## src/hw/rtl/rdq_pkg.sv

```systemverilog
// Shared types and constants of the request deque.
`timescale 1ns / 1ps

package rdq_pkg;

    localparam int DESC_W = 16;
    localparam int ARR_W  = 48;
    localparam int POS_W  = 6;
    localparam int CNT_W  = 7;
    localparam int CAP_W  = 7;

    localparam int S_DATA_W = 72;
    localparam int M_DATA_W = 120;

    localparam logic [CAP_W-1:0] CAP_RESET = 7'd64;

    typedef enum logic [1:0] {
        OP_APPEND    = 2'd0,
        OP_POP_HEAD  = 2'd1,
        OP_POP_TAIL  = 2'd2,
        OP_REMOVE_AT = 2'd3
    } opcode_t;

    typedef enum logic [1:0] {
        ST_OK    = 2'd0,
        ST_EMPTY = 2'd1,
        ST_RANGE = 2'd2,
        ST_FULL  = 2'd3
    } status_t;

    typedef struct packed {
        status_t             status;
        logic [DESC_W-1:0]   removed;
        logic [CNT_W-1:0]    count;
        logic [ARR_W-1:0]    head;
        logic [ARR_W-1:0]    tail;
    } result_t;

endpackage

```

## src/hw/rtl/rdq_store.sv

```systemverilog
// Entry memory: one write port, one read port with registered data.
`timescale 1ns / 1ps

module rdq_store #(
    parameter int DEPTH = 64,
    parameter int WIDTH = 64
) (
    input  logic                     clk,
    input  logic                     we,
    input  logic [$clog2(DEPTH)-1:0] waddr,
    input  logic [WIDTH-1:0]         wdata,
    input  logic [$clog2(DEPTH)-1:0] raddr,
    output logic [WIDTH-1:0]         rdata
);

    logic [WIDTH-1:0] mem [DEPTH];
    logic [WIDTH-1:0] rdata_reg;

    always_ff @(posedge clk)
    begin
        if (we)
        begin
            mem[waddr] <= wdata;
        end
    end

    always_ff @(posedge clk)
    begin
        rdata_reg <= mem[raddr];
    end

    assign rdata = rdata_reg;

endmodule

```

## src/hw/rtl/rdq_seq.sv

```systemverilog
// Sequencer: decodes a request and walks the entry memory one slot a cycle.
`timescale 1ns / 1ps

module rdq_seq #(
    parameter int DEPTH     = 64,
    parameter int TIME_BITS = 48
) (
    input  logic                         clk,
    input  logic                         rst_n,
    input  logic                         cfg_we,
    input  logic [rdq_pkg::CAP_W-1:0]    cfg_wdata,
    input  logic                         req_valid,
    output logic                         req_ready,
    input  rdq_pkg::opcode_t             req_op,
    input  logic [rdq_pkg::DESC_W-1:0]   req_desc,
    input  logic [rdq_pkg::ARR_W-1:0]    req_arr,
    input  logic [rdq_pkg::POS_W-1:0]    req_pos,
    output logic                         res_valid,
    input  logic                         res_ready,
    output rdq_pkg::result_t             res
);
    import rdq_pkg::*;

    localparam int AW = (DEPTH > 1) ? $clog2(DEPTH) : 1;
    localparam int CW = $clog2(DEPTH + 1);
    localparam int TW = TIME_BITS;
    localparam int MW = DESC_W + TW;

    typedef enum logic [3:0] {
        S_IDLE,
        S_CHECK,
        S_REM_RD,
        S_REM_CAP,
        S_SHIFT,
        S_HEAD,
        S_HEAD_CAP,
        S_TAIL_CAP,
        S_DONE
    } state_t;

    state_t              state_reg, state_next;
    opcode_t             op_reg, op_next;
    logic [DESC_W-1:0]   desc_reg, desc_next;
    logic [TW-1:0]       arr_reg, arr_next;
    logic [POS_W-1:0]    pos_reg, pos_next;
    logic [CW-1:0]       count_reg, count_next;
    logic [CAP_W-1:0]    cap_reg, cap_next;
    logic [AW-1:0]       idx_reg, idx_next;
    status_t             status_reg, status_next;
    logic [DESC_W-1:0]   removed_reg, removed_next;
    logic [TW-1:0]       head_reg, head_next;
    logic [TW-1:0]       tail_reg, tail_next;

    logic                mem_we;
    logic [AW-1:0]       mem_waddr;
    logic [MW-1:0]       mem_wdata;
    logic [AW-1:0]       mem_raddr;
    logic [MW-1:0]       mem_rdata;
    logic [63:0]         arr_wide;
    logic                is_full;

    rdq_store #(
        .DEPTH (DEPTH),
        .WIDTH (MW)
    ) u_store (
        .clk   (clk),
        .we    (mem_we),
        .waddr (mem_waddr),
        .wdata (mem_wdata),
        .raddr (mem_raddr),
        .rdata (mem_rdata)
    );

    assign arr_wide = {16'b0, req_arr};
    assign is_full  = (32'(count_reg) >= 32'(cap_reg)) || (32'(count_reg) >= DEPTH);

    always_comb
    begin
        state_next   = state_reg;
        op_next      = op_reg;
        desc_next    = desc_reg;
        arr_next     = arr_reg;
        pos_next     = pos_reg;
        count_next   = count_reg;
        cap_next     = cfg_we ? cfg_wdata : cap_reg;
        idx_next     = idx_reg;
        status_next  = status_reg;
        removed_next = removed_reg;
        head_next    = head_reg;
        tail_next    = tail_reg;
        mem_we       = 1'b0;
        mem_waddr    = idx_reg;
        mem_wdata    = mem_rdata;
        mem_raddr    = idx_reg;

        case (state_reg)
            S_IDLE:
            begin
                if (req_valid)
                begin
                    op_next      = req_op;
                    desc_next    = req_desc;
                    arr_next     = arr_wide[TW-1:0];
                    pos_next     = req_pos;
                    status_next  = ST_OK;
                    removed_next = '0;
                    state_next   = S_CHECK;
                end
            end
            S_CHECK:
            begin
                state_next = S_HEAD;
                if (op_reg == OP_APPEND)
                begin
                    if (is_full)
                    begin
                        status_next = ST_FULL;
                    end
                    else
                    begin
                        mem_we     = 1'b1;
                        mem_waddr  = AW'(count_reg);
                        mem_wdata  = {arr_reg, desc_reg};
                        count_next = count_reg + 1'b1;
                    end
                end
                else if (count_reg == '0)
                begin
                    status_next = ST_EMPTY;
                end
                else if (op_reg == OP_POP_HEAD)
                begin
                    idx_next   = '0;
                    state_next = S_REM_RD;
                end
                else if (op_reg == OP_POP_TAIL)
                begin
                    idx_next   = AW'(count_reg - 1'b1);
                    state_next = S_REM_RD;
                end
                else if (32'(pos_reg) >= 32'(count_reg))
                begin
                    status_next = ST_RANGE;
                end
                else
                begin
                    idx_next   = AW'(pos_reg);
                    state_next = S_REM_RD;
                end
            end
            S_REM_RD:
            begin
                mem_raddr  = idx_reg;
                state_next = S_REM_CAP;
            end
            S_REM_CAP:
            begin
                removed_next = mem_rdata[DESC_W-1:0];
                if (32'(idx_reg) + 32'd1 < 32'(count_reg))
                begin
                    mem_raddr  = idx_reg + 1'b1;
                    state_next = S_SHIFT;
                end
                else
                begin
                    count_next = count_reg - 1'b1;
                    state_next = S_HEAD;
                end
            end
            S_SHIFT:
            begin
                mem_we    = 1'b1;
                mem_waddr = idx_reg;
                mem_wdata = mem_rdata;
                idx_next  = idx_reg + 1'b1;
                if (32'(idx_reg) + 32'd2 < 32'(count_reg))
                begin
                    mem_raddr = AW'(32'(idx_reg) + 32'd2);
                end
                else
                begin
                    count_next = count_reg - 1'b1;
                    state_next = S_HEAD;
                end
            end
            S_HEAD:
            begin
                if (count_reg == '0)
                begin
                    head_next  = '0;
                    tail_next  = '0;
                    state_next = S_DONE;
                end
                else
                begin
                    mem_raddr  = '0;
                    state_next = S_HEAD_CAP;
                end
            end
            S_HEAD_CAP:
            begin
                head_next  = mem_rdata[MW-1:DESC_W];
                mem_raddr  = AW'(count_reg - 1'b1);
                state_next = S_TAIL_CAP;
            end
            S_TAIL_CAP:
            begin
                tail_next  = mem_rdata[MW-1:DESC_W];
                state_next = S_DONE;
            end
            S_DONE:
            begin
                if (res_ready)
                begin
                    state_next = S_IDLE;
                end
            end
            default:
            begin
                state_next = S_IDLE;
            end
        endcase
    end

    always_ff @(posedge clk or negedge rst_n)
    begin
        if (!rst_n)
        begin
            state_reg  <= S_IDLE;
            count_reg  <= '0;
            cap_reg    <= CAP_RESET;
        end
        else
        begin
            state_reg  <= state_next;
            count_reg  <= count_next;
            cap_reg    <= cap_next;
        end
    end

    always_ff @(posedge clk)
    begin
        op_reg      <= op_next;
        desc_reg    <= desc_next;
        arr_reg     <= arr_next;
        pos_reg     <= pos_next;
        idx_reg     <= idx_next;
        status_reg  <= status_next;
        removed_reg <= removed_next;
        head_reg    <= head_next;
        tail_reg    <= tail_next;
    end

    logic [63:0] head_wide;
    logic [63:0] tail_wide;

    assign head_wide   = 64'(head_reg);
    assign tail_wide   = 64'(tail_reg);

    assign req_ready   = (state_reg == S_IDLE);
    assign res_valid   = (state_reg == S_DONE);
    assign res.status  = status_reg;
    assign res.removed = removed_reg;
    assign res.count   = CNT_W'(count_reg);
    assign res.head    = head_wide[ARR_W-1:0];
    assign res.tail    = tail_wide[ARR_W-1:0];

endmodule

```

## config.mk

```make
export PLATFORM = sky130hd
export DESIGN_NAME = rdq_seq
export DESIGN_NICKNAME = d
export VERILOG_FILES = /design/src/hw/rtl/rdq_pkg.sv /design/src/hw/rtl/rdq_store.sv /design/src/hw/rtl/rdq_seq.sv
export SDC_FILE = /design/constraint.sdc
export NUM_CORES = 2
export LEC_CHECK = 0
export BUFFER_PORTS_ARGS = -buffer_cell sky130_fd_sc_hd__buf_2
export CAP_MARGIN = 5
export CORE_UTILIZATION = 55
export CTS_CLUSTER_DIAMETER = 100
export DETAILED_ROUTE_END_ITERATION = 8
export HOLD_SLACK_MARGIN = 0.03
export PLACE_DENSITY = 0.71
export SLEW_MARGIN = 20
export SYNTH_ARGS = -nofsm -noshare
export SYNTH_HDL_FRONTEND = slang
export SYNTH_SLANG_ARGS = --single-unit
```

## constraint.sdc

```tcl
create_clock -name clk -period 6.8 [get_ports clk]
set_input_delay 1.36 -clock clk [delete_from_list [all_inputs] [get_ports clk]]
set_output_delay 1.36 -clock clk [all_outputs]
set_load 0.01 [all_outputs]
```

==> metrics.yaml <==
largest_reg_flops: 4096
cpMaxStageDelayCell: "nor2_4"
yosys_warnings: 0
start_util_pct: 55.2
fp.dieH_um: 561
cp_top_family: "compound AO/OA/AOI/OAI gates"
num_rows: 205
viasPerCell: 6.67
synth_area_leaders: "edfxtp_1, nand2_1, nand3_1"
worst_path_most_repeated_cell: "and3_1"
grt_overflow: 0
root_buffer: "clkbuf_16"
dieArea_um2: 315000
instances_no_fill: 16563
fin_skew_ns: 0.0849
ys_seq_area_share_pct: 75.8
synth_area_um2: 172000
utilization_pct: 62.4
clockBufferDepth: 4
synthCells: 11829
worstPathCellList: "nand3_1 -> xnor2_1 -> ha_1 -> and3_1 -> and3_1 -> a211o_1 -> a211o_4 -> a21o_4 -> nor2_4 -> buf_4 -> and3_1 -> o311ai_0 -> a21oi_1 -> nor4_2"
cts_resized: 0
cts-buffers-inserted: 431
clock_latency_ns: 1.02
num_io_pins: 207
fin_nets: 12163
wl_per_cell_um: 31.7
syn_nets: 11946
synth_enable_flop_cells: 4288
synth.distinct_cells: 86
ctsHoldBuffers: 0
crit_buf_inv: 1
cts_tree: "done"
remaining_drc_errors: 0
synth-seq-cells: 4370
cts.reportedPaths.clkPinSlew_ns: 0.07
grt.total_usage_pct: 32.8
ys.flop_type: "edfxtp_1"
fmax_ghz: 0.164
cp.arrival_ns: 6.96
dpl-instance-area_um2: 180000
cp_max_fo: 27
r2r_cells: 14
dp_hpwl_mm: 272
report.final.hold_viol_count: 0
antenna_found_initial: 14
grt_max_degree: 127
die_x_um: 561
cp-start-kind: "flop"
placed_cells: 15747
drive_above_1_share_pct: 13.2
slew_headroom_pct: 18.7
place_congestion: 0.849
min_period_over_period_pct: 89.8
setup.worst_path.class: "reg -> reg"
status: "complete, no violations"
vias: 110537
crit_cells: 14
worst_pin_slew_ns: 1.20
hp-class: "in -> async"
crit_required_ns: 7.65
core_area_um2: 312000
fin_crit_ns: 6.11
io_buffers: 206
slowest_delay_ns: 0.94
rsz0062_at_grt: "false"
drt_iter0_drc: 17445
setup_viol: 0
syn2layout_area_growth_pct: 12.9
synth_top_cell_by_area: "edfxtp_1"
crit_path_end_kind: "flop"
maxCapViolCount: 0
yosys.area.top_type_share_pct: 74.8
grt_pass1_wl_mm: 746
yosysMostFrequentCell: "edfxtp_1"
cts.sinks: 4370
wl_mm: 525
post-cts-setup-buffers: 0
avgSynthCellArea_um2: 14.5
slew_viol_final: 0
design_area_um2: 194000
ant_nets: 0
synthArstFlopShare_pct: 0.412
tns_ns: 0
h-tree-depth: 5
grt_pass1_vias: 105718
dr.pass1.iters: 6
synth_commonest_cells: "edfxtp_1, nand2_1, nand3_1"
-- cell usage in the layout, fill, tap and decap left out, types with 25 or more instances in the layout --
| cell | count |
|---|---|
| mux2_2 | 97 |
| a21oi_1 | 828 |
| ha_1 | 33 |
| a22oi_1 | 67 |
| o211ai_1 | 187 |
| a211o_1 | 65 |
| o2111ai_1 | 62 |
| nor2_4 | 73 |
| buf_2 | 206 |
| nand2_1 | 2568 |
| a21o_1 | 133 |
| and2_1 | 116 |
| clkbuf_1 | 85 |
| a31oi_1 | 132 |
| nor4_2 | 33 |
| buf_12 | 129 |
| a31o_2 | 25 |
| a2111oi_0 | 53 |
| and3_1 | 136 |
| mux2i_1 | 143 |
| a31o_1 | 39 |
| inv_1 | 149 |
| clkbuf_16 | 434 |
| dfxtp_1 | 64 |
| bufinv_16 | 44 |
| edfxtp_1 | 4288 |
| a22o_1 | 63 |
| o311ai_0 | 51 |
| nor2_1 | 26 |
| o221ai_1 | 63 |
| mux4_2 | 126 |
| clkinv_2 | 82 |
| mux2_4 | 33 |
| nand3_1 | 973 |
| nand4_1 | 68 |
| nor4_1 | 36 |
| o311ai_1 | 74 |
| o21ai_1 | 62 |
| clkinv_1 | 95 |
| buf_4 | 245 |
-- final cells by class --
cell class                      instances  area (um^2)
Inverter                              150          566
Clock inverter                        277         2970
Multi-Input combinational cell       6506        38200
Tap cell                             4140         5180
Sequential cell                      4370       130000
Timing Repair Buffer                  587         5630
Fill cell                           21894       117000
Clock buffer                          524        11200
Antenna cell                            9         22.5
-- worst paths after layout --
path | slack [ns] | from | to
worst max-delay path | 0.69 | idx_reg[3]$_DFFE_PP_ | u_store.rdata[34]$_DFF_P_
worst min-delay path | 0.33 | rst_n | cap_reg[3]$_DFFE_PN0P_
worst max register to register | 0.69 | idx_reg[3]$_DFFE_PP_ | u_store.rdata[34]$_DFF_P_
worst min register to register | 0.53 | cap_reg[0]$_DFFE_PN0P_ | cap_reg[0]$_DFFE_PN0P_
max in group asynchronous | 6.15 | rst_n | cap_reg[6]$_DFFE_PN1P_
min in group clk | 0.53 | cap_reg[0]$_DFFE_PN0P_ | cap_reg[0]$_DFFE_PN0P_
-- layer usage --
| metal | vias up | part of all wire [%] | track usage [%] |
|---|---|---|---|
| li1 | 45289 | - | - |
| met1 | 55234 | 36 | 45.0 |
| met2 | 8498 | 46 | 50.3 |
| met3 | 1502 | 13 | 7.35 |
| met4 | 14 | 5.1 | 15.2 |
| met5 | - | 0.023 | 0 |
-- cell families after synthesis --
kind of cell,Yosys count,synth area share [%]
and+or+nand+nor,4071,10.4
buffers and inverters,953,2.45
muxes,399,3.33
adders and majority gates,33,0.240
DFF,4370,75.8
xor gates and xnor gates,17,0.0865
AOI/OAI and AO/OA,1986,7.72
-- stage by stage --
| stage | setup WS (ns) | hold WS (ns) |
|---|---|---|
| 2_1_floorplan | 0.668 | 0.478 |
| 3_3_place_gp | 0.613 | 0.511 |
| 3_5_place_dp | 0.566 | 0.507 |
| 4_1_cts | 0.524 | 0.318 |
| 5_1_grt | 0.577 | 0.361 |
| 6_report | 0.694 | 0.330 |
Power is not shown: default switching activity piles up to over one toggle a cycle in this logic, so the estimate is an artifact.
